**config.mk**
```make
export PLATFORM = sky130hd
export DESIGN_NAME = command_frame_decoder
export DESIGN_NICKNAME = d
export VERILOG_FILES = /design/src/cfd_pkg.sv /design/src/command_frame_decoder.sv /design/src/cfd_frame.sv /design/src/cfd_decode.sv /design/src/cfd_out_reg.sv
export SDC_FILE = /design/constraint.sdc
export NUM_CORES = 1
export LEC_CHECK = 0
export ABC_AREA = 1
export BUFFER_PORTS_ARGS = -buffer_cell sky130_fd_sc_hd__buf_2
export CAP_MARGIN = 40
export CORE_MARGIN = 3
export CORE_UTILIZATION = 55
export CTS_BUF_LIST = sky130_fd_sc_hd__clkbuf_4 sky130_fd_sc_hd__clkbuf_8
export DETAILED_ROUTE_END_ITERATION = 12
export PLACE_DENSITY = 0.86
export SLEW_MARGIN = 20
export SYNTH_ARGS = -nofsm -noshare
export SYNTH_HDL_FRONTEND = slang
export SYNTH_HIERARCHICAL = 1
export SYNTH_SLANG_ARGS = --single-unit
```
**constraint.sdc**
```tcl
create_clock -name clk_i -period 5.2 [get_ports clk_i]
set_input_delay 0.52 -clock clk_i [delete_from_list [all_inputs] [get_ports clk_i]]
set_output_delay 0.52 -clock clk_i [all_outputs]
set_load 0.02 [all_outputs]
```
**src/cfd_pkg.sv**
```systemverilog
// ----------------------------------------------------------------------------
// cfd_pkg
// Shared types and constants for the command frame decoder.
// ----------------------------------------------------------------------------
package cfd_pkg;

  localparam int unsigned FRAME_LENGTH  = 46;
  localparam int unsigned HEADER_LENGTH = 2;
  localparam int unsigned POS_W         = 6;

  localparam logic [7:0] HEADER_FIRST_RST  = 8'hEB;
  localparam logic [7:0] HEADER_SECOND_RST = 8'h90;

  // Configuration register indexes.
  localparam logic CFG_HEADER_FIRST  = 1'b0;
  localparam logic CFG_HEADER_SECOND = 1'b1;

  // Command codes carried in frame byte two.
  localparam logic [7:0] CMD_REFRESH_LO   = 8'h90;
  localparam logic [7:0] CMD_REFRESH_HI   = 8'h91;
  localparam logic [7:0] CMD_GAIN_PRE     = 8'h92;
  localparam logic [7:0] CMD_GAIN_SET     = 8'h93;
  localparam logic [7:0] CMD_EXPO_PRE     = 8'h94;
  localparam logic [7:0] CMD_EXPO_SET     = 8'h95;
  localparam logic [7:0] CMD_FWD_A        = 8'h96;
  localparam logic [7:0] CMD_FWD_B        = 8'h97;
  localparam logic [7:0] CMD_START        = 8'h98;
  localparam logic [7:0] CMD_STOP         = 8'h99;
  localparam logic [7:0] CMD_XFER         = 8'h9A;
  localparam logic [7:0] CMD_STOP_XFER    = 8'h9B;
  localparam logic [7:0] CMD_POWER_OFF    = 8'h9C;
  localparam logic [7:0] CMD_FORMAT       = 8'h9D;
  localparam logic [7:0] CMD_FWD_C        = 8'h9E;

  typedef enum logic [3:0] {
    KIND_BAD_SUM   = 4'd0,
    KIND_FORWARD   = 4'd1,
    KIND_GAIN_PRE  = 4'd2,
    KIND_EXPO_PRE  = 4'd3,
    KIND_START     = 4'd4,
    KIND_STOP      = 4'd5,
    KIND_XFER      = 4'd6,
    KIND_STOP_XFER = 4'd7,
    KIND_POWER_OFF = 4'd8,
    KIND_FORMAT    = 4'd9,
    KIND_REJECTED  = 4'd10,
    KIND_UNKNOWN   = 4'd11,
    KIND_REFRESH   = 4'd12
  } kind_e;

  // A completed frame waiting for decode.
  typedef struct packed {
    logic        sum_ok;
    logic [7:0]  cmd;
    logic [31:0] args;
  } frame_t;

  typedef struct packed {
    logic [31:0] value;
    logic [7:0]  sub_c;
    logic [7:0]  sub_b;
    logic [7:0]  sub_a;
    logic [7:0]  addr;
    logic [7:0]  code;
    kind_e       kind;
  } result_t;

endpackage

```
**src/command_frame_decoder.sv**
```systemverilog
// ----------------------------------------------------------------------------
// command_frame_decoder
// Command frame decoder for a received byte stream.
// ----------------------------------------------------------------------------
// One byte is taken per beat, one beat per cycle, as long as the completed
// frame register is free or draining; a completed 46-byte frame with a valid
// two-byte header gives one result beat via the frame and result registers.
// The rate is set by the single pass through the frame tracker, whose
// running sum and position counter update on every byte. The result kind
// travels on tuser; bad-sum, confirmation, rejected and unknown results carry
// zero camera fields. Header bytes are to be written by the user through the
// configuration port only while the block is idle; the block does not check.
module command_frame_decoder (
  input  logic        clk_i,
  input  logic        rst_ni,
  input  logic        s_axis_tvalid_i,
  output logic        s_axis_tready_o,
  input  logic [7:0]  s_axis_tdata_i,   // rx_byte
  output logic        m_axis_tvalid_o,
  input  logic        m_axis_tready_i,
  // command_code, camera_addr, camera_sub_a, camera_sub_b, camera_sub_c,
  // camera_value
  output logic [71:0] m_axis_tdata_o,
  output logic [3:0]  m_axis_tuser_o,   // result_kind
  input  logic        cfg_we_i,
  input  logic        cfg_index_i,
  input  logic [7:0]  cfg_data_i
);

  logic [7:0]       header_first_q, header_second_q;
  logic             beat, frame_valid, load_ready, advance;
  cfd_pkg::frame_t  frame;
  cfd_pkg::result_t decoded, result;

  always_ff @(posedge clk_i or negedge rst_ni) begin
    if (!rst_ni) begin
      header_first_q  <= cfd_pkg::HEADER_FIRST_RST;
      header_second_q <= cfd_pkg::HEADER_SECOND_RST;
    end else if (cfg_we_i) begin
      case (cfg_index_i)
        cfd_pkg::CFG_HEADER_FIRST:  header_first_q  <= cfg_data_i;
        cfd_pkg::CFG_HEADER_SECOND: header_second_q <= cfg_data_i;
        default: ;
      endcase
    end
  end

  assign advance         = frame_valid && load_ready;
  assign s_axis_tready_o = !frame_valid || load_ready;
  assign beat            = s_axis_tvalid_i && s_axis_tready_o;

  cfd_frame u_frame (
    .clk_i           (clk_i),
    .rst_ni          (rst_ni),
    .beat_i          (beat),
    .byte_i          (s_axis_tdata_i),
    .header_first_i  (header_first_q),
    .header_second_i (header_second_q),
    .advance_i       (advance),
    .frame_valid_o   (frame_valid),
    .frame_o         (frame)
  );

  cfd_decode u_decode (
    .frame_i  (frame),
    .result_o (decoded)
  );

  cfd_out_reg u_out_reg (
    .clk_i        (clk_i),
    .rst_ni       (rst_ni),
    .load_valid_i (frame_valid),
    .result_i     (decoded),
    .load_ready_o (load_ready),
    .valid_o      (m_axis_tvalid_o),
    .ready_i      (m_axis_tready_i),
    .result_o     (result)
  );

  assign m_axis_tuser_o = result.kind;
  assign m_axis_tdata_o = {result.value, result.sub_c, result.sub_b, result.sub_a,
                           result.addr, result.code};

endmodule

```
**src/cfd_frame.sv**
```systemverilog
// ----------------------------------------------------------------------------
// cfd_frame
// Header hunt, byte counting, running sum and argument capture.
// ----------------------------------------------------------------------------
module cfd_frame (
  input  logic            clk_i,
  input  logic            rst_ni,
  input  logic            beat_i,
  input  logic [7:0]      byte_i,
  input  logic [7:0]      header_first_i,
  input  logic [7:0]      header_second_i,
  input  logic            advance_i,
  output logic            frame_valid_o,
  output cfd_pkg::frame_t frame_o
);

  logic [cfd_pkg::POS_W-1:0] pos_q, pos_d;
  logic [7:0]                sum_q, sum_d;
  logic [7:0]                cmd_q, cmd_d;
  logic [31:0]               args_q, args_d;
  logic                      frame_valid_q, frame_valid_d;
  cfd_pkg::frame_t           frame_q, frame_d;
  logic                      in_header, hdr_miss, last_byte;

  assign in_header = pos_q < cfd_pkg::POS_W'(cfd_pkg::HEADER_LENGTH);
  assign hdr_miss  = in_header &&
                     (byte_i != ((pos_q == '0) ? header_first_i : header_second_i));
  assign last_byte = pos_q == cfd_pkg::POS_W'(cfd_pkg::FRAME_LENGTH - 1);

  always_comb begin
    pos_d         = pos_q;
    sum_d         = sum_q;
    cmd_d         = cmd_q;
    args_d        = args_q;
    frame_valid_d = frame_valid_q && !advance_i;
    frame_d       = frame_q;
    if (beat_i) begin
      if (hdr_miss) begin
        pos_d = '0;
        sum_d = '0;
      end else if (last_byte) begin
        frame_valid_d  = 1'b1;
        frame_d.sum_ok = byte_i == sum_q;
        frame_d.cmd    = cmd_q;
        frame_d.args   = args_q;
        pos_d          = '0;
        sum_d          = '0;
      end else begin
        case (pos_q)
          cfd_pkg::POS_W'(2): cmd_d = byte_i;
          cfd_pkg::POS_W'(3): args_d[7:0]   = byte_i;
          cfd_pkg::POS_W'(4): args_d[15:8]  = byte_i;
          cfd_pkg::POS_W'(5): args_d[23:16] = byte_i;
          cfd_pkg::POS_W'(6): args_d[31:24] = byte_i;
          default: ;
        endcase
        sum_d = sum_q + byte_i;
        pos_d = pos_q + 1'b1;
      end
    end
  end

  always_ff @(posedge clk_i or negedge rst_ni) begin
    if (!rst_ni) begin
      pos_q         <= '0;
      sum_q         <= '0;
      cmd_q         <= '0;
      args_q        <= '0;
      frame_valid_q <= 1'b0;
    end else begin
      pos_q         <= pos_d;
      sum_q         <= sum_d;
      cmd_q         <= cmd_d;
      args_q        <= args_d;
      frame_valid_q <= frame_valid_d;
    end
  end

  always_ff @(posedge clk_i) begin
    frame_q <= frame_d;
  end

  assign frame_valid_o = frame_valid_q;
  assign frame_o       = frame_q;

endmodule

```
**src/cfd_decode.sv**
```systemverilog
// ----------------------------------------------------------------------------
// cfd_decode
// Maps a completed frame to a result kind and camera register bytes.
// ----------------------------------------------------------------------------
module cfd_decode (
  input  cfd_pkg::frame_t  frame_i,
  output cfd_pkg::result_t result_o
);

  logic confirmed;

  // Confirmation commands repeat the command byte in all four argument bytes.
  assign confirmed = frame_i.args == {4{frame_i.cmd}};

  always_comb begin
    result_o       = '0;
    result_o.code  = frame_i.cmd;
    result_o.kind  = cfd_pkg::KIND_BAD_SUM;
    if (frame_i.sum_ok) begin
      case (frame_i.cmd)
        cfd_pkg::CMD_REFRESH_LO: begin
          result_o.kind  = cfd_pkg::KIND_REFRESH;
          result_o.addr  = 8'h04;
          result_o.sub_a = 8'h02;
          result_o.sub_b = 8'h03;
          result_o.value = frame_i.args;
        end
        cfd_pkg::CMD_REFRESH_HI: begin
          result_o.kind  = cfd_pkg::KIND_REFRESH;
          result_o.addr  = 8'h24;
          result_o.sub_a = 8'h02;
          result_o.sub_b = 8'h03;
          result_o.value = frame_i.args;
        end
        cfd_pkg::CMD_GAIN_PRE: begin
          result_o.kind  = cfd_pkg::KIND_GAIN_PRE;
          result_o.addr  = 8'h04;
          result_o.sub_b = 8'h02;
          result_o.value = frame_i.args;
        end
        cfd_pkg::CMD_GAIN_SET: begin
          result_o.kind  = cfd_pkg::KIND_FORWARD;
          result_o.addr  = 8'h04;
          result_o.sub_b = 8'h02;
          result_o.value = 32'd2;
        end
        cfd_pkg::CMD_EXPO_PRE: begin
          result_o.kind  = cfd_pkg::KIND_EXPO_PRE;
          result_o.addr  = 8'h24;
          result_o.sub_a = 8'h04;
          result_o.sub_b = 8'h04;
          result_o.value = frame_i.args;
        end
        cfd_pkg::CMD_EXPO_SET: begin
          result_o.kind  = cfd_pkg::KIND_FORWARD;
          result_o.addr  = 8'h24;
          result_o.sub_a = 8'h04;
          result_o.sub_b = 8'h04;
          result_o.value = 32'd2;
        end
        cfd_pkg::CMD_FWD_A: begin
          result_o.kind  = cfd_pkg::KIND_FORWARD;
          result_o.addr  = 8'h44;
          result_o.sub_a = 8'h02;
          result_o.sub_b = 8'h03;
          result_o.value = frame_i.args;
        end
        cfd_pkg::CMD_FWD_B: begin
          result_o.kind  = cfd_pkg::KIND_FORWARD;
          result_o.addr  = 8'h64;
          result_o.sub_a = 8'h02;
          result_o.sub_b = 8'h03;
          result_o.value = frame_i.args;
        end
        cfd_pkg::CMD_START:
          result_o.kind = confirmed ? cfd_pkg::KIND_START : cfd_pkg::KIND_REJECTED;
        cfd_pkg::CMD_STOP:
          result_o.kind = confirmed ? cfd_pkg::KIND_STOP : cfd_pkg::KIND_REJECTED;
        cfd_pkg::CMD_XFER:
          result_o.kind = confirmed ? cfd_pkg::KIND_XFER : cfd_pkg::KIND_REJECTED;
        cfd_pkg::CMD_STOP_XFER:
          result_o.kind = confirmed ? cfd_pkg::KIND_STOP_XFER : cfd_pkg::KIND_REJECTED;
        cfd_pkg::CMD_POWER_OFF:
          result_o.kind = confirmed ? cfd_pkg::KIND_POWER_OFF : cfd_pkg::KIND_REJECTED;
        cfd_pkg::CMD_FORMAT:
          result_o.kind = confirmed ? cfd_pkg::KIND_FORMAT : cfd_pkg::KIND_REJECTED;
        cfd_pkg::CMD_FWD_C: begin
          result_o.kind  = cfd_pkg::KIND_FORWARD;
          result_o.addr  = 8'h24;
          result_o.sub_b = 8'h06;
          result_o.value = 32'd1;
        end
        default: result_o.kind = cfd_pkg::KIND_UNKNOWN;
      endcase
    end
  end

endmodule

```
**src/cfd_out_reg.sv**
```systemverilog
// ----------------------------------------------------------------------------
// cfd_out_reg
// Result register that holds a decoded frame until the sink takes it.
// ----------------------------------------------------------------------------
module cfd_out_reg (
  input  logic             clk_i,
  input  logic             rst_ni,
  input  logic             load_valid_i,
  input  cfd_pkg::result_t result_i,
  output logic             load_ready_o,
  output logic             valid_o,
  input  logic             ready_i,
  output cfd_pkg::result_t result_o
);

  logic             valid_q, valid_d;
  cfd_pkg::result_t result_q;

  assign load_ready_o = !valid_q || ready_i;

  always_comb begin
    valid_d = valid_q;
    if (load_ready_o) begin
      valid_d = load_valid_i;
    end
  end

  always_ff @(posedge clk_i or negedge rst_ni) begin
    if (!rst_ni) begin
      valid_q <= 1'b0;
    end else begin
      valid_q <= valid_d;
    end
  end

  always_ff @(posedge clk_i) begin
    if (load_ready_o && load_valid_i) begin
      result_q <= result_i;
    end
  end

  assign valid_o  = valid_q;
  assign result_o = result_q;

endmodule
```
==> results of run 1 <==
## layer usage
| layer | vias to the layer above | GRT usage | part of all wire |
|---|---|---|---|
| met3 | 27 | 0.0450 | 0.061 |
| met2 | 240 | 0.339 | 0.50 |
| met4 | 0 | 0.0776 | 0.017 |
| met1 | 2763 | 0.253 | 0.42 |
| li1 | 2916 | - | - |
| met5 | - | 0 | 0 |
## sequential cells by signal, summed over array words and instances (netlist names), 6 cells and up
signal              count
u_out_reg/result_o     76
u_frame/args_q         32
u_frame/cmd_q           8
u_frame/pos_q           6
u_frame/frame_o        41
header_second_q         8
u_frame/sum_q           8
header_first_q          8
## cell usage in the layout, fill, tap and decap left out, types with 18 or more instances in the layout
master and n:
o21ai_0 29, nand4_1 31, buf_2 99, clkbuf_8 21, nor2_1 32, a21oi_1 18, edfxtp_1 117, nand2_1 250
inv_1 87, nand3_1 48, conb_1 24, nor2_2 32, dfrtp_1 64
## per-stage QoR
step,hold slack (ns),total power [mW],utilization
after floorplan,0.224,1.84,-
after global placement,0.430,1.89,0.598
after detailed placement,0.433,1.91,0.604
after CTS,0.0229,2.88,0.631
after global routing,0.0422,2.96,0.631
final,0.0484,2.85,0.631
## cell families after synthesis
family | share of synthesized area
and+or+nand+nor | 0.226
DFF | 0.611
buffers and inverters | 0.0898
AOI/OAI and AO/OA | 0.0351
xor gates and xnor gates | 0.0191
adders and majority gates | 0.0181
other | 0.000431
## report_power, final
group / internal (mW) / switching [mW] / total [mW] / leakage (nW)
combinational: 0.0609 / 0.143 / 0.204 / 2.30
clock: 0.453 / 0.521 / 0.974 / 0.214
sequential: 1.65 / 0.0202 / 1.67 / 2.05
total: 2.16 / 0.684 / 2.85 / 4.56
## critical path, cell delays in order, from the launching register on
cell	delay, ns
dfrtp_1	0.44
inv_1	0.14
ha_1	0.35
nand2_2	0.11
nor2_4	0.14
nand2_1	0.09
nand2_1	0.07
nand2_1	0.05
nand2_1	0.06
nand2_1	0.05
nor2_1	0.11
nand2_1	0.10
nand2_4	0.26
nand3_2	0.23
nand2_1	0.16
nand2_1	0.07
## worst max-delay path by stage
stage / start / to / slack [ns] / cells past startpoint
2_1_floorplan: m_axis_tready_i / u_out_reg/result_o[0] / 0.44 / 2
3_3_place_gp: m_axis_tready_i / u_frame/frame_o[12] / 2.51 / 8
3_5_place_dp: u_frame/pos_q[0] / u_frame/cmd_q[4] / 2.71 / 15
4_1_cts: u_frame/pos_q[0] / u_frame/cmd_q[4] / 2.64 / 15
5_1_grt: u_frame/pos_q[0] / u_frame/cmd_q[4] / 2.44 / 15
6_report: u_frame/pos_q[0] / u_frame/cmd_q[4] / 2.64 / 15
## final cells by class
type / instances / area (um^2)
multi-input combinational: 532 / 2710
tap: 211 / 264
timing repair buffer: 107 / 628
clock inverter: 10 / 119
sequential: 189 / 5330
clock buffer: 22 / 297
fill: 1234 / 5670
inverter: 95 / 367
==> results.txt, run 1 <==
----------------------------------------------------
[Global route]
  Congestion Overflow GR ... 0
  Maximum number of pins on one net before global-route repair ... 67
  Overall fraction of global-route tracks in use ... 0.200
  Antenna violations before repair ... 0
  Wire length of the first global-routing pass ... 28000 um
  Via count of the first global-routing pass ... 5693

[Clocking]
  Resize count post-CTS ... 0
  Root buffer cell ... clkbuf_8
  Post-CTS setup repair buffer count ... 0
  Max Root-Sink Buffers ... 2
  Clock Latency Late Sink ... 0.46 ns
  Sink Count ... between 150 and 200
  H-Tree Level Count ... 4
  Count of hold-fix buffers inserted at cts ... 0
  TritonCTS clock tree ... yes
  Clock slew at reported path FFs ... 0.10 ns
  Clock buffer count from CTS ... 17

[Placement]
  Routability Congestion ... 0.881
  Post-DP HPWL ... 12400 um
  Count of port buffers added during placement ... 99
  Area of placed instances ... 9290 um^2
  Cell count after placement ... 1134
  Worst slack after detailed placement ... 2.71 ns

[Final layout]
  Nets ... between 900 and 1k
  N_diodes ... 0
  Area overhead of the layout relative to synthesis ... 11.5%
  Layout cells sized above 1 ... 0.222
  Cell area after layout ... 9710 um^2
  Number of cells in the finished layout apart from fillers ... 1166

[Timing]
  RSZ-0062 raised after global routing ... no
  Relative slew slack ... 0.584
  Clock period minus final worst setup slack ... 2.56 ns
  Max-slew violation count ... 0
  F_max ... 391 MHz
  Share of the cycle needed by the critical path after routing ... 0.492
  Setup clock skew after layout ... 0.0144 ns
  Final setup violating endpoints ... 0
  Final Hold Violating Endpoints ... 0
  Worst setup margin ... 2.64 ns
  Setup TNS Final ... 0 ns
  Slew at the pin with the worst max-slew slack ... 0.622 ns

[Worst setup path]
  Peak fanout along the critical path ... 28
  CP Launch Type ... flip-flop
  Worst path arrival time ... 2.91 ns
  Reg-to-reg critical path endpoint ... u_frame/cmd_q[4]
  Setup slack of the most critical reg-to-reg path ... around 2.6 ns
  Launch instance of the worst register-to-register path ... u_frame/pos_q[0]
  CP Capture Type ... flip-flop
  Critical Setup Path Class ... reg2reg
  Logic depth of the worst register-to-register path ... 15
  Data required, critical path ... 5.55 ns

[Synthesis]
  Number of flip-flops and latches in the synthesized netlist ... 189
  Mean Syn Cell Area ... 10.2 um^2
  Share of flip-flops with an asynchronous set or reset ... 0.381
  Synthesis Warnings ... 6
  Netlist cell types ... 40
  Cell area after synthesis ... about 8700 um^2
  Share of the synthesized area in the top cell type ... 0.403
  Commonest register cell after synthesis ... edfxtp_1
  Most instantiated library cell after synthesis ... nand2_1
  Commonest cells post-synth ... 250 x nand2_1, 117 x edfxtp_1, 87 x inv_1
  Area contributors post-synth ... edfxtp_1 40%, dfrtp_1 18%, nand2_1 11%
  Fraction of the yosys area taken by sequential cells ... 0.611
  Cells after synthesis ... 850
  Count of flip-flops with a built-in enable after synthesis ... 117
  Cell accounting for the most synthesized area ... edfxtp_1

[Power]
  Leakage power ... 4.56 nW
  Total power per unit cell area ... 293 nW/um^2
  Maximum resistive drop on vdd ... roughly 0.16 mV

[Routing]
  Residual DRC ... 0
  Antenna viol nets, final ... 0
  Routed wire length ... about 17000 um
  Count of TritonRoute iterations in the first routing pass ... 6
  Wire length per cell after detailed routing ... 14.4 um
  Via count ... 5946
  First DRT Iteration DRCs ... 503
  Via-to-Cell Ratio ... 5.10

[Floorplanning]
  Core Region ... about 15000 um^2
  Starting utilization of the core area ... 0.567
  Number of placed I/O pins ... 100
  Number of standard-cell rows in the floorplan ... 45
  Area of the die ... around 17000 um^2
  Die Y-Extent ... 132 um
  Width of the die ... 132 um

[Run status]
  Status ... completed

[Run]
  Max-cap violations ... 0

[Min path]
  Type of the tightest min-delay check ... in2async

----------------------------------------------------
Note: power is estimated with default switching activity, not from simulation.
==> run 2, diff against run 1 <==
Settings changed: PLACE_DENSITY 0.86 to 0.89.
Clock period 5.2 ns to 2.1 ns, I/O delays scaled along.
==> run 2 against run 1 <==
The run now ends with negative setup slack left. Via count increased by 6.1%. Die area unchanged. Critical path depth unchanged. Hold slack got worse by 0.021 ns. Flip-flop and latch count unchanged. Register-to-register slack got worse by 2.8 ns. Critical endpoint is now u_frame/cmd_q[5]. Highest routed layer unchanged.
==> results.txt, run 2 (synthesis results as in run 1) <==
----------------------------------------------------
[Routing]
  Wire length per cell after detailed routing ... 15.0 um (+3.8%)
  Count of TritonRoute iterations in the first routing pass ... 5 (-1)
  First DRT Iteration DRCs ... 659 (+31%)
  Routed wire length ... 18000 um (+6.8%)
  Via count ... 6306 (+6.1%)
  Residual DRC ... 0 (unchanged)
  Antenna viol nets, final ... 0 (unchanged)
  Via-to-Cell Ratio ... 5.26 (+3.0%)

[Placement]
  Post-DP HPWL ... 12800 um (+2.9%)
  Routability Congestion ... 0.909 (+3.2%)
  Cell count after placement ... 1148 (+1.2%)
  Worst slack after detailed placement ... -0.0914 ns (-2.80 ns)
  Count of port buffers added during placement ... 99 (unchanged)

[Final layout]
  Flip-flop count of the largest register, all copies and words added ... 76 (unchanged)
  Most common cell after layout, fill and taps aside ... nand2_1
  Nets ... 1010 (+3.5%)
  Area overhead of the layout relative to synthesis ... 15.4%
  N_diodes ... 0 (unchanged)
  Layout cells sized above 1 ... 0.268 (+0.0460)
  Filler cell count ... 1156 (-6.3%)
  Number of cells in the finished layout apart from fillers ... 1200 (+2.9%)
  Commonest non-fill, non-tap cells in the layout ... 238 x nand2_1, 117 x edfxtp_1, 99 x buf_2

[Global route]
  M1 GR Usage ... 0.254 (+0.000890)
  Overall fraction of global-route tracks in use ... 0.204 (+0.00391)
  Met2 GRT Util ... 0.346 (+0.00774)
  Maximum number of pins on one net before global-route repair ... 73 (+9.0%)
  Wire length of the first global-routing pass ... 28600 um (+2.5%)
  Via count of the first global-routing pass ... 5898 (+3.6%)
  Congestion Overflow GR ... 0 (unchanged)
  Antenna violations before repair ... 0 (unchanged)
  Most congested layer reported by global routing ... met2
  Met3 Track Usage GR ... 0.0531 (+0.00802)

[Floorplanning]
  Starting utilization of the core area ... 0.567 (unchanged)
  Core Region ... 15400 um^2 (unchanged)
  Number of standard-cell rows in the floorplan ... 45 (unchanged)
  Width of the die ... 132 um (unchanged)
  Die Y-Extent ... 132 um (unchanged)
  Area of the die ... 17400 um^2 (unchanged)
  Number of placed I/O pins ... 100 (unchanged)

[Timing]
  Max-slew violation count ... 0 (unchanged)
  F_max ... 439 MHz (+12%)
  Final Hold Slack ... 0.0278 ns (-0.0206 ns)
  Setup clock skew after layout ... 0.0157 ns (+0.00138 ns)
  Slew at the pin with the worst max-slew slack ... 0.528 ns (-0.0938 ns)
  Clock period minus final worst setup slack ... 2.28 ns (-0.282 ns)
  Final setup violating endpoints ... 30 (+30)
  Worst setup margin ... -0.178 ns (-2.82 ns)
  Relative slew slack ... 0.647 (+0.0633)
  Share of the cycle needed by the critical path after routing ... 1.08 (+0.593)
  Final Hold Violating Endpoints ... 0 (unchanged)
  RSZ-0062 raised after global routing ... yes

[Run status]
  Violations in the final reports ... negative setup slack
  Status ... complete, but fails checks

[Worst setup path]
  Standard cell with the maximum stage delay on the critical path ... dfrtp_2
  CP Launch Type ... flip-flop
  Most used cell along the critical path ... nand2_1
  Critical Setup Path Class ... reg2reg
  Delay contributed by the slowest stage of the critical path ... 0.45 ns (about the same)
  Largest delay contributor family on the critical path ... simple AND/OR/NAND/NOR gates
  Worst path arrival time ... 2.68 ns (-0.23 ns)
  Setup slack of the most critical reg-to-reg path ... -0.18 ns (-2.82 ns)
  Launch instance of the worst register-to-register path ... u_frame/pos_q[3]
  Critical-path cell list ... nor2_4, nand2_2, nor2_4, nand2_1, nand2_1, nand2_1, nand2_1, nand2_1, nor2_1, nand2_1, nand2_4, buf_12, buf_12, nand4_1, nand2_1
  Count of buffering cells on the critical path with inverters included ... 2 (+1)
  Critical Path Source ... u_frame/pos_q[3]
  Peak fanout along the critical path ... 13 (-54%)
  Data required, critical path ... 2.50 ns (-3.05 ns)
  CP Capture Type ... flip-flop

[Power]
  Total net switching power ... 1.77 mW (+160%)
  Total power per unit cell area ... 689 nW/um^2 (+130%)
  Part of the power in registers ... 0.598 (+0.012)
  Leakage power ... 4.69 nW (+2.8%)
  Portion of total power attributed to the clock network ... 0.323 (-0.019)
  Maximum resistive drop on vdd ... 0.423 mV (+170%)
  P_int ... 5.15 mW (+140%)
  Sw Share ... 0.256 (+0.0153)
  Combinational Power Share ... 0.079 (+0.007)

[Min path]
  Type of the tightest min-delay check ... in2reg
  Startpoint of the most critical hold path ... m_axis_tready_i

[Clocking]
  Clock Latency Late Sink ... 0.47 ns (about the same)
  Max Root-Sink Buffers ... 2 (unchanged)
  Clock buffer count from CTS ... 17 (unchanged)
  Clock slew at reported path FFs ... 0.10 ns (about the same)
  H-Tree Level Count ... 4 (unchanged)
  Sink Count ... 189 (unchanged)
  Root buffer cell ... clkbuf_8
  TritonCTS clock tree ... yes

[Run]
  Max-cap violations ... 0 (unchanged)

----------------------------------------------------
-- run 2: changes by cell type in the layout (fill, tap and decap cells not counted), moves of 4 or more --
cell / previous run / this run
dfrtp_2: 0 / 5
dlygate4sd3_1: 0 / 9
a21oi_1: 18 / 14
buf_4: 4 / 25
a21oi_2: 0 / 4
nand2_2: 4 / 16
buf_12: 1 / 7
dfrtp_1: 64 / 59
nand2_1: 250 / 238
-- run 2: worst paths after layout --
path,to,cells after the start
max in group asynchronous,header_second_q[7],3
worst min-delay path,u_out_reg/valid_o,4
worst max register to register,u_frame/cmd_q[5],15
worst min register to register,u_frame/frame_o[21],0
worst max-delay path,u_frame/cmd_q[5],15
min in group asynchronous,u_frame/sum_q[1],3
-- run 2: worst reg2reg max path, cell delays in order (launching register included) --
cell     delay [ns]
dfrtp_2        0.45
nor2_4         0.22
nand2_2        0.11
nor2_4         0.17
nand2_1        0.13
nand2_1        0.10
nand2_1        0.06
nand2_1        0.07
nand2_1        0.07
nor2_1         0.15
nand2_1        0.12
nand2_4        0.10
buf_12         0.12
buf_12         0.12
nand4_1        0.10
nand2_1        0.11
-- run 2: through the flow --
step	setup TNS (ns)	instance area [um^2]	total power [mW]	util
floorplan	-8.58	8860	4.56	-
global placement	0	9410	4.71	0.612
detailed placement	-0.885	9410	4.74	0.612
CTS	0	9890	6.95	0.643
global route	-5.27	10000	7.20	0.654
finish	-3.75	10000	6.92	0.654
-- run 2: layout make-up --
class,instances,area [um^2],share of cell area
repair buffers,141,918,0.0914
multi-input cells,532,2790,0.278
flip-flops and latches,189,5330,0.531
clock inverters,14,128,0.0127
inverters,95,367,0.0365
clock buffers,18,248,0.0247
well taps,211,264,0.0263
-- run 2: power groups by stage --
stage	registers [mW]	clock network [mW]	logic, mW
2_1_floorplan	4.31	0	0.242
3_3_place_gp	4.21	0	0.505
3_5_place_dp	4.22	0	0.519
4_1_cts	4.14	2.28	0.534
5_1_grt	4.15	2.44	0.604
6_report	4.14	2.24	0.550
-- run 2: routing by layer --
| metal | part of all wire | vias to the layer above |
|---|---|---|
| li1 | - | 2972 |
| met1 | 0.40 | 2993 |
| met2 | 0.50 | 289 |
| met3 | 0.071 | 52 |
| met4 | 0.029 | 0 |
| met5 | 0 | - |
-- run 2: timing repair --
action,4_1_cts,5_1_grt
hold buffers,9,0
setup endpoints to repair,19,40
hold endpoints to repair,80,0
buffers inserted,0,11
pin swaps,0,8
resized for setup,2,24
==> run 3, diff against run 2 <==
Settings changed: SETUP_SLACK_MARGIN from default to 0.05.
==> run 3 against run 2 <==
The run now ends clean. Clock skew shrank 0.00072 ns. Register-to-register slack gained 0.20 ns. Sequential power is essentially flat. Worst setup slack gained 0.20 ns. Clock-buffer cell count is the same. Hold slack lost 0.00096 ns. Total power shrank 0.20%. Non-clock buffer count shrank 2. Largest cell class unchanged. Cell count shrank 0.17%. Routed wire length shrank 2.4%. Flip-flop and latch count is the same. Sequential share of layout area grew 0.11 points.
==> results.txt, run 3 (synthesis results as in run 1) <==
----------------------------------------------------
[Run status]
  Status ... completed

[Timing]
  Final setup violating endpoints ... 0 (-100%)
  Share of the cycle needed by the critical path after routing ... 0.988 (-0.0966)
  Worst setup margin ... 0.0244 ns (+0.203 ns)
  Clock period minus final worst setup slack ... 2.08 ns (-0.203 ns)
  Final Hold Violating Endpoints ... 0 (unchanged)
  F_max ... 482 MHz (+9.8%)
  Relative slew slack ... 0.650 (+0.00276)
  Max-slew violation count ... 0 (unchanged)
  Setup clock skew after layout ... 0.0150 ns (-0.000720 ns)
  RSZ-0062 raised after global routing ... yes
  Slew at the pin with the worst max-slew slack ... 0.524 ns (-0.00413 ns)

[Clocking]
  TritonCTS clock tree ... yes
  Clock Latency Late Sink ... 0.47 ns (about the same)
  Clock buffer count from CTS ... 17 (unchanged)
  H-Tree Level Count ... 4 (unchanged)
  Root buffer cell ... clkbuf_8
  Clock slew at reported path FFs ... 0.10 ns (about the same)
  Sink Count ... 189 (unchanged)
  Max Root-Sink Buffers ... 2 (unchanged)

[Final layout]
  Commonest non-fill, non-tap cells in the layout ... 234 x nand2_1, 117 x edfxtp_1, 99 x buf_2
  Nets ... 1008 (-0.20%)
  Layout cells sized above 1 ... 0.266 (-0.00148)
  Most common cell after layout, fill and taps aside ... nand2_1
  N_diodes ... 0 (unchanged)
  Cell area after layout ... 10000 um^2 (-0.24%)
  Flip-flop count of the largest register, all copies and words added ... 76 (unchanged)
  Area overhead of the layout relative to synthesis ... 15.1%

[Worst setup path]
  Peak fanout along the critical path ... 8 (-5)
  Critical Setup Path Class ... reg2reg
  Reg-to-reg critical path endpoint ... u_frame/cmd_q[5]
  Delay contributed by the slowest stage of the critical path ... 0.46 ns (about the same)
  Critical Path Source ... u_frame/pos_q[2]
  Logic depth of the worst register-to-register path ... 14 (-1)
  Critical-path cell list ... nor2_4, nand2_2, nor2_4, nand2_1, nand2_1, nand2_1, nand2_1, nand2_1, nor2_1, nand2_1, nand2_4, nand3_4, nand2_1, nand2_1
  CP Capture Point ... u_frame/cmd_q[5]
  Standard cell with the maximum stage delay on the critical path ... dfrtp_2
  Setup slack of the most critical reg-to-reg path ... 0.02 ns (+0.20 ns)
  Launch instance of the worst register-to-register path ... u_frame/pos_q[2]
  Most used cell along the critical path ... nand2_1
  CP Launch Type ... flip-flop
  Data required, critical path ... 2.45 ns (-0.05 ns)
  Worst path arrival time ... 2.42 ns (-0.26 ns)
  CP Capture Type ... flip-flop

[Floorplanning]
  Number of placed I/O pins ... 100 (unchanged)
  Area of the die ... 17400 um^2 (unchanged)
  Number of standard-cell rows in the floorplan ... 45 (unchanged)
  Core Region ... 15400 um^2 (unchanged)
  Width of the die ... 132 um (unchanged)
  Die Y-Extent ... 132 um (unchanged)
  Starting utilization of the core area ... 0.567 (unchanged)

[Routing]
  Residual DRC ... 0 (unchanged)
  Routed wire length ... 17600 um (-2.4%)
  Via-to-Cell Ratio ... 5.20 (-1.0%)
  Via count ... 6230 (-1.2%)
  First DRT Iteration DRCs ... 624 (-5.3%)
  Count of TritonRoute iterations in the first routing pass ... 5 (unchanged)
  Wire length per cell after detailed routing ... 14.7 um (-2.2%)
  Antenna viol nets, final ... 0 (unchanged)

[Placement]
  Worst slack after detailed placement ... -0.0914 ns (unchanged)
  Post-DP HPWL ... 12800 um (unchanged)
  Routability Congestion ... 0.909 (unchanged)
  Count of port buffers added during placement ... 99 (unchanged)
  Area of placed instances ... 9410 um^2 (unchanged)

[Global route]
  Met2 GRT Util ... 0.350 (+0.00315)
  Congestion Overflow GR ... 0 (unchanged)
  Overall fraction of global-route tracks in use ... 0.206 (+0.00166)
  Wire length of the first global-routing pass ... 28900 um (+0.75%)
  Antenna violations before repair ... 0 (unchanged)
  M1 GR Usage ... 0.255 (+0.000258)
  Most congested layer reported by global routing ... met2
  Via count of the first global-routing pass ... 5940 (+0.71%)
  Maximum number of pins on one net before global-route repair ... 73 (unchanged)
  Met3 Track Usage GR ... 0.0531 (unchanged)

[Power]
  Leakage power ... 4.68 nW (-0.28%)
  Maximum resistive drop on vdd ... 0.429 mV (+1.3%)
  Total power per unit cell area ... 689 nW/um^2 (about the same)

[Min path]
  Type of the tightest min-delay check ... in2reg

[Run]
  Max-cap violations ... 0 (unchanged)

----------------------------------------------------
-- run 3: per-layer routing --
| layer | part of all wire | wire [um] | up-vias |
|---|---|---|---|
| met3 | 0.064 | 1130 | 40 |
| met5 | 0 | 0 | - |
| met1 | 0.41 | 7130 | 2958 |
| li1 | - | - | 2970 |
| met2 | 0.50 | 8840 | 262 |
| met4 | 0.026 | 450 | 0 |
-- run 3: how the worst min path moves through the flow --
stage / startpoint / endpoint / cells after the start
6_report: m_axis_tready_i / u_out_reg/valid_o / 4
5_1_grt: m_axis_tready_i / u_out_reg/valid_o / 4
4_1_cts: m_axis_tready_i / u_out_reg/valid_o / 4
3_5_place_dp: rst_ni / u_frame/cmd_q[2] / 2
3_3_place_gp: rst_ni / u_out_reg/valid_o / 2
2_1_floorplan: rst_ni / header_first_q[2] / 0
-- run 3: final cells by class --
type,instances,area [um^2]
clock buffers,18,248
clock inverters,14,128
flip-flops and latches,189,5330
inverters,95,367
fillers,1165,5350
well taps,211,264
repair buffers,139,897
multi-input cells,532,2790
-- run 3: timing repair --
item / CTS / global route
endpoints found under the hold margin: 80 / 0
endpoints found under the setup margin: 25 / 52
gates cloned: 0 / 0
hold buffers: 9 / 0
setup buffers: 2 / 7
resized for setup: 4 / 23
pin swaps: 2 / 7
-- run 3: power by group --
group          total (mW)  internal, mW  switching [mW]  leakage [nW]
clock                2.23         0.893            1.34         0.184
sequential           4.13          4.08          0.0501          2.05
combinational       0.541         0.173           0.368          2.45
-- run 3: critical path: cells and delay by family (launching register included) --
kind             cells  cell delay (ns)
DFF                  1             0.46
and+or+nand+nor     14             1.46
-- run 3: metrics by stage --
step                      hold slack [ns]  cells  TNS (ns)  utilization  power (mW)
after detailed placement            0.284   1148    -0.885        0.612        4.74
after CTS                         0.00916   1191         0        0.645        6.95
after floorplan                   -0.0856    873     -8.58            -        4.56
after global placement              0.260   1148         0        0.612        4.71
final                              0.0268   1198         0        0.652        6.91
after global routing              0.00972   1198     -1.62        0.652        7.19
